==> src/rtl/core/vfla_pkg.sv <==
package vfla_pkg;

  // request codes
  typedef enum logic [1:0] {
    OP_ALLOC   = 2'd0,
    OP_CLAIM   = 2'd1,
    OP_RELEASE = 2'd2,
    OP_BAD     = 2'd3
  } op_t;

  // result status codes
  localparam logic [1:0] RES_GRANTED  = 2'd0;
  localparam logic [1:0] RES_REFUSED  = 2'd1;
  localparam logic [1:0] RES_RELEASED = 2'd2;
  localparam logic [1:0] RES_IGNORED  = 2'd3;

  // per-identifier status marks
  localparam logic [1:0] ENT_NEW  = 2'd0;
  localparam logic [1:0] ENT_FREE = 2'd1;
  localparam logic [1:0] ENT_USED = 2'd2;

  // refill counter saturates here
  localparam int              REFILL_CNT_W = 7;
  localparam logic [6:0]      REFILL_MAX   = 7'd127;

  // register file
  localparam int          APB_AW       = 3;
  localparam int          REG_IDX_BIT  = 2;
  localparam logic        REG_MIN_VCI  = 1'b0;
  localparam logic        REG_MIN_SIZE = 1'b1;
  localparam int          MIN_VCI_RST  = 31;
  localparam int          MIN_SIZE_RST = 16;

  typedef enum logic [2:0] {
    ST_CLEAR,
    ST_IDLE,
    ST_REFILL,
    ST_ALLOC_CHK,
    ST_READ,
    ST_EVAL,
    ST_RESULT
  } state_t;

endpackage

==> src/rtl/core/vfla_apb_regs.sv <==
module vfla_apb_regs #(
  parameter int VCI_BITS = 12
) (
  input  logic                        clk,
  input  logic                        rst,
  input  logic                        psel,
  input  logic                        penable,
  input  logic                        pwrite,
  input  logic [vfla_pkg::APB_AW-1:0] paddr,
  input  logic [31:0]                 pwdata,
  output logic [31:0]                 prdata,
  output logic                        pready,
  output logic [VCI_BITS-1:0]         min_vci,
  output logic [VCI_BITS:0]           min_size
);

  import vfla_pkg::*;

  logic wr;

  assign pready = 1'b1;
  assign wr     = psel && penable && pwrite;

  always_ff @(posedge clk) begin
    if (rst) begin
      min_vci  <= VCI_BITS'(MIN_VCI_RST);
      min_size <= (VCI_BITS+1)'(MIN_SIZE_RST);
    end else if (wr) begin
      if (paddr[REG_IDX_BIT] == REG_MIN_SIZE) begin
        min_size <= pwdata[VCI_BITS:0];
      end else begin
        min_vci <= pwdata[VCI_BITS-1:0];
      end
    end
  end

  always_comb begin
    if (paddr[REG_IDX_BIT] == REG_MIN_SIZE) begin
      prdata = 32'(min_size);
    end else begin
      prdata = 32'(min_vci);
    end
  end

endmodule

==> config.mk <==
export PLATFORM = sky130hd
export DESIGN_NAME = vfla_apb_regs
export DESIGN_NICKNAME = d
export VERILOG_FILES = /design/src/rtl/core/vfla_pkg.sv /design/src/rtl/core/vfla_apb_regs.sv
export SDC_FILE = /design/constraint.sdc
export NUM_CORES = 1
export LEC_CHECK = 0
export BUFFER_PORTS_ARGS = -buffer_cell sky130_fd_sc_hd__buf_2
export CAP_MARGIN = 30
export CORE_MARGIN = 2
export CORE_UTILIZATION = 37
export CTS_CLUSTER_DIAMETER = 30
export DETAILED_ROUTE_END_ITERATION = 7
export PLACE_DENSITY = 0.83
export SYNTH_ARGS = -nofsm -noshare
export SYNTH_HDL_FRONTEND = slang
export SYNTH_SLANG_ARGS = --single-unit
==> constraint.sdc <==
create_clock -name clk -period 0.8 [get_ports clk]
set_input_delay 0.08 -clock clk [delete_from_list [all_inputs] [get_ports clk]]
set_output_delay 0.08 -clock clk [all_outputs]
set_load 0.01 [all_outputs]
=== Yosys cells after proc, flatten, opt, wreduce, memory -nomap -nowiden ===
Index checks and enable logic that the tools add are counted.

* Output and inout port bits: 58
* Register bits: 25
* Word-level logic and storage cells: 8

* Bitwise logic cells: 1
* Multiplexer cells: 1
* Reduce and logical (&&, ||, !) cells: 4

{| class="wikitable"
|+ Operator list
! cell !! count
|-
| 13-bit 2-to-1 mux || 1
|-
| 2-bit AND reduction || 2
|-
| 1-bit logical AND || 2
|-
| 1-bit NOT || 1
|}

=== Logic depth before layout (Yosys ltp) ===
* Depth after elaboration: 3
* Gate-level depth with buffers: 5
* Gate-level depth less buffers: 2

=== Worst setup path after synthesis ===
No wires, ideal clock.

* Kind: input port to flip-flop
* From: input paddr[2] (netlist bit)
* To: register min_size[10]
* Path buffers: 3
* Setup time: 0.072 ns
* Arrival: 0.759 ns
* Stages: 5
* Path slack: -0.030 ns
* Path through: buf_6 > and4_4 > buf_6 > buf_12 > mux2i_1

* Cells in the longest elaborated chain, start to end: 1

{| class="wikitable"
|+ RTL lines
! element !! RTL line !! text
|-
| from (decl) || vfla_apb_regs.sv:9 || <nowiki>input logic [vfla_pkg::APB_AW-1:0] paddr,</nowiki>
|-
| 2-bit AND reduction (no source line) || n/a ||
|-
| to (signal assigned) || vfla_apb_regs.sv:27 || <nowiki>min_size <= (VCI_BITS+1)'(MIN_SIZE_RST);</nowiki>
|-
| to (signal assigned) || vfla_apb_regs.sv:30 || <nowiki>min_size <= pwdata[VCI_BITS:0];</nowiki>
|-
| to (decl) || vfla_apb_regs.sv:14 || <nowiki>output logic [VCI_BITS:0] min_size</nowiki>
|}

No other way between the ends.
A chain may end at the register's enable or synchronous reset.

=== Final worst setup path ===
* From: register min_vci[2]
* To: output prdata[2]

* Cells in the longest elaborated chain, start to end: 1

{| class="wikitable"
|+ RTL lines
! element !! RTL line !! text
|-
| from (decl) || vfla_apb_regs.sv:13 || <nowiki>output logic [VCI_BITS-1:0] min_vci,</nowiki>
|-
| from (signal assigned) || vfla_apb_regs.sv:26 || <nowiki>min_vci <= VCI_BITS'(MIN_VCI_RST);</nowiki>
|-
| from (signal assigned) || vfla_apb_regs.sv:32 || <nowiki>min_vci <= pwdata[VCI_BITS-1:0];</nowiki>
|-
| 13-bit 2-to-1 mux || vfla_apb_regs.sv:38 || <nowiki>if (paddr[REG_IDX_BIT] == REG_MIN_SIZE) begin</nowiki>
|-
| to (decl) || vfla_apb_regs.sv:11 || <nowiki>output logic [31:0] prdata,</nowiki>
|}

No other way between the ends.

==> metrics <==
port buffer count 56; non-filler cells in the finished layout 270; Core Box Area between 0.003 and 0.004 mm^2; # setup viols final 36; leakage 0.00107 uW; number of placed I/O pins around 100; Max VDD drop between 0.7 and 0.8 mV; Synth warnings 0; switching part of the total 0.250; adder-cell share of the synthesized area 0; startpoint-to-endpoint class of the critical path reg2out; synthesized-area fraction occupied by and/or/nand/nor cells 0.196; cell-internal power about 1900 uW; library cell used as clock root buffer sky130_fd_sc_hd__clkbuf_8; wire length reported by the detailed router between 3 and 4 mm; crit path capture type output port; number of global-route vias before repair 1174; relative contribution of combinational cells to total power 0.205; worst hold path class in2reg; maximum fanout along the worst path 2; result of the run finished with violations; xor/xnor cell area share of the yosys netlist 0; Residual DRC 0; top cell family by delay on the critical path flip-flops; Synth Instances 140; post-placement cell count approximately 250; antenna cell count 0; leading cell type by number of instances after synthesis sky130_fd_sc_hd__nand2b_1; horizontal die dimension between 60 and 70 um; clock tree from TritonCTS done; number of max-slew violations in the final report 0; WL/cell 12.3 um; library cell contributing the largest single delay on the critical path sky130_fd_sc_hd__dfxtp_2; share of the synthesized area in the top cell type 0.361; post-route fraction of the period consumed by the critical path 1.34; GR Overflow Total 0; startpoint class of the critical path flip-flop; delay contributed by the slowest stage of the critical path 0.33 ns; setup repair after global routing missed its margin true; Clock Pin Slew Worst Setup and Hold Paths 0.09 ns; synthesis-stage register bit count 25; maximum clock rate ~0.93 GHz; initial core utilization 0.382; MaxCap Viol Count 0; leading post-synthesis cells by cell area sky130_fd_sc_hd__dfxtp_1, sky130_fd_sc_hd__mux2i_1, sky130_fd_sc_hd__nand2b_1; number of rows created at floorplan 22; number of buffers inserted by hold repair at cts 0; total CTS buffers 3; Pwr per Cell Area around 1100 mW/mm^2; insertion delay to the later sink of the worst-skew pair about 0.27 ns; number of routed nets with antenna violations 0; vias per cell ~4.3; CTS max path bufs 2; time the worst path needs with I/O delays and setup 1.07 ns; pin count of the biggest net entering global routing 43; number of levels in the clock H-tree 1; All-Layer GR Usage 0.161; critical-path cell list mux2_4, buf_6; post-synth design cell area roughly 0.0014 mm^2; height of the chip between 60 and 70 um; count of different cell masters after synthesis 15; buffers plus inverters on the worst setup path 1; total count of hold-check failures in the final report 0; last weighted congestion value of the routability-driven placer 0.757; mux contribution to synthesized area 0.278; initial antenna violation count 0; async set-reset flop share out of synthesis 0; leading register cell type out of synthesis sky130_fd_sc_hd__dfxtp_1; post-route setup slack -0.273 ns; failing checks setup timing; Data arrival, critical path roughly 0.99 ns; number of synthesized flops with an enable pin 0; most used standard cells in the synthesized netlist sky130_fd_sc_hd__nand2b_1, sky130_fd_sc_hd__dfxtp_1, sky130_fd_sc_hd__mux2i_1; share of total power in sequential cells 0.504; final worst clock skew 0 ns; NumNets Final between 200 and 300; cell type contributing the most total cell area after synthesis sky130_fd_sc_hd__dfxtp_1; main combinational cell family by area after synthesis multiplexers; P_sw roughly 640 uW; count of routing violations after the opening detailed-route iteration 31; first-pass iteration count of the detailed router 4; Req. time, crit path 0.72 ns; power share of the clock group 0.291; Overall Power about 2600 uW; full die area around 0.0043 mm^2; global-route wire length before repair 5.35 mm; Detail Placement HPWL about 2.2 mm; mean instance size in the synthesized netlist a little under 10 um^2; number of clock sinks 25; share of the synthesized area in compound gates (AO/OA/AOI/OAI) 0; fraction of final layout cells sized beyond drive strength 1 0.599; layout-stage area growth over the synthesis result 64.6%; via total after detailed routing about 1200; share of the yosys chip area belonging to registers 0.361
-- area by class of cell --
class	count	area [um^2]
clock buffers	4	45.0
fillers	307	1350
multi-input cells	103	771
flip-flops and latches	25	532
well taps	48	60.1
repair buffers	90	876
-- stage by stage --
stage | area, um^2 | hold WS (ns) | utilization | worst slack (ns) | setup TNS [ns]
final | 2280 | 0.0658 | 0.628 | -0.273 | -5.48
after global routing | 2280 | 0.0704 | 0.628 | -0.304 | -6.72
after CTS | 2190 | 0.0612 | 0.602 | -0.269 | -5.79
after detailed placement | 1760 | 0.355 | 0.485 | -0.181 | -5.14
after global placement | 1760 | 0.346 | 0.485 | -0.166 | -4.74
after floorplan | 1460 | 0.235 | - | -0.0237 | -0.336
-- tightest hold or removal path, stage by stage --
cell	delay, ns
sky130_fd_sc_hd__buf_2	0.10
sky130_fd_sc_hd__nand2b_1	0.06
sky130_fd_sc_hd__mux2i_1	0.06
-- cell usage in the layout, fill, tap and decap left out --
cell                       synthesis  final
sky130_fd_sc_hd__buf_2             3     17
sky130_fd_sc_hd__clkbuf_4          0      1
sky130_fd_sc_hd__and2_4            0      1
sky130_fd_sc_hd__buf_4            20     12
sky130_fd_sc_hd__buf_12            1      2
sky130_fd_sc_hd__mux2_2           12      3
sky130_fd_sc_hd__buf_6             2     58
sky130_fd_sc_hd__nor2_2            0      1
sky130_fd_sc_hd__and4b_1           1      1
sky130_fd_sc_hd__clkbuf_8          0      3
sky130_fd_sc_hd__nand4b_1          1      1
sky130_fd_sc_hd__and4_4            1      1
sky130_fd_sc_hd__clkbuf_1          4      1
sky130_fd_sc_hd__mux2i_1          25     25
sky130_fd_sc_hd__nor2_1           11     10
sky130_fd_sc_hd__nand2b_1         31     31
sky130_fd_sc_hd__conb_1            2     20
sky130_fd_sc_hd__dfxtp_2           0     25
sky130_fd_sc_hd__mux2_4            0      9
-- power by group through the flow --
stage | clock network (uW) | logic, uW | registers (uW)
6_report | 749 | 527 | 1290
4_1_cts | 770 | 504 | 1290
5_1_grt | 840 | 575 | 1300
3_5_place_dp | 0 | 401 | 1320
2_1_floorplan | 0 | 300 | 1330
3_3_place_gp | 0 | 397 | 1320
-- flip-flops by register name, summed over array words and instances, names as in the netlist --
name	flops
min_vci	12
min_size	13
-- routing by layer --
metal,GRT usage,share of wire,vias up
met1,0.202,0.42,545
met5,0,0,-
li1,-,-,581
met3,0.0308,0.050,4
met4,0.0495,0.0090,0
met2,0.279,0.52,40
-- repair_timing --
| action | in CTS | in global routing |
|---|---|---|
| endpoints found under the setup margin | 38 | 41 |
| endpoints found under the hold margin | 0 | 0 |
| resized for setup | 76 | 24 |
| gates cloned | 0 | 0 |
| buffers inserted | 10 | 8 |
-- kinds of logic after synthesis --
group,count (synthesis)
flops,25
mux,37
simple gates,46
buf+inv,30
other cells,2
-- path summary, 6_finish.rpt --
path	to	cells past startpoint	start	slack [ns]
worst min register to register	min_size[12]	2	min_size[12]	0.49
worst min-delay path	min_size[0]	3	pwdata[0]	0.07
worst max-delay path	prdata[2]	2	min_vci[2]	-0.27
worst max register to register	min_vci[2]	3	min_vci[2]	0.02
Note: power is estimated with default switching activity, not from simulation.
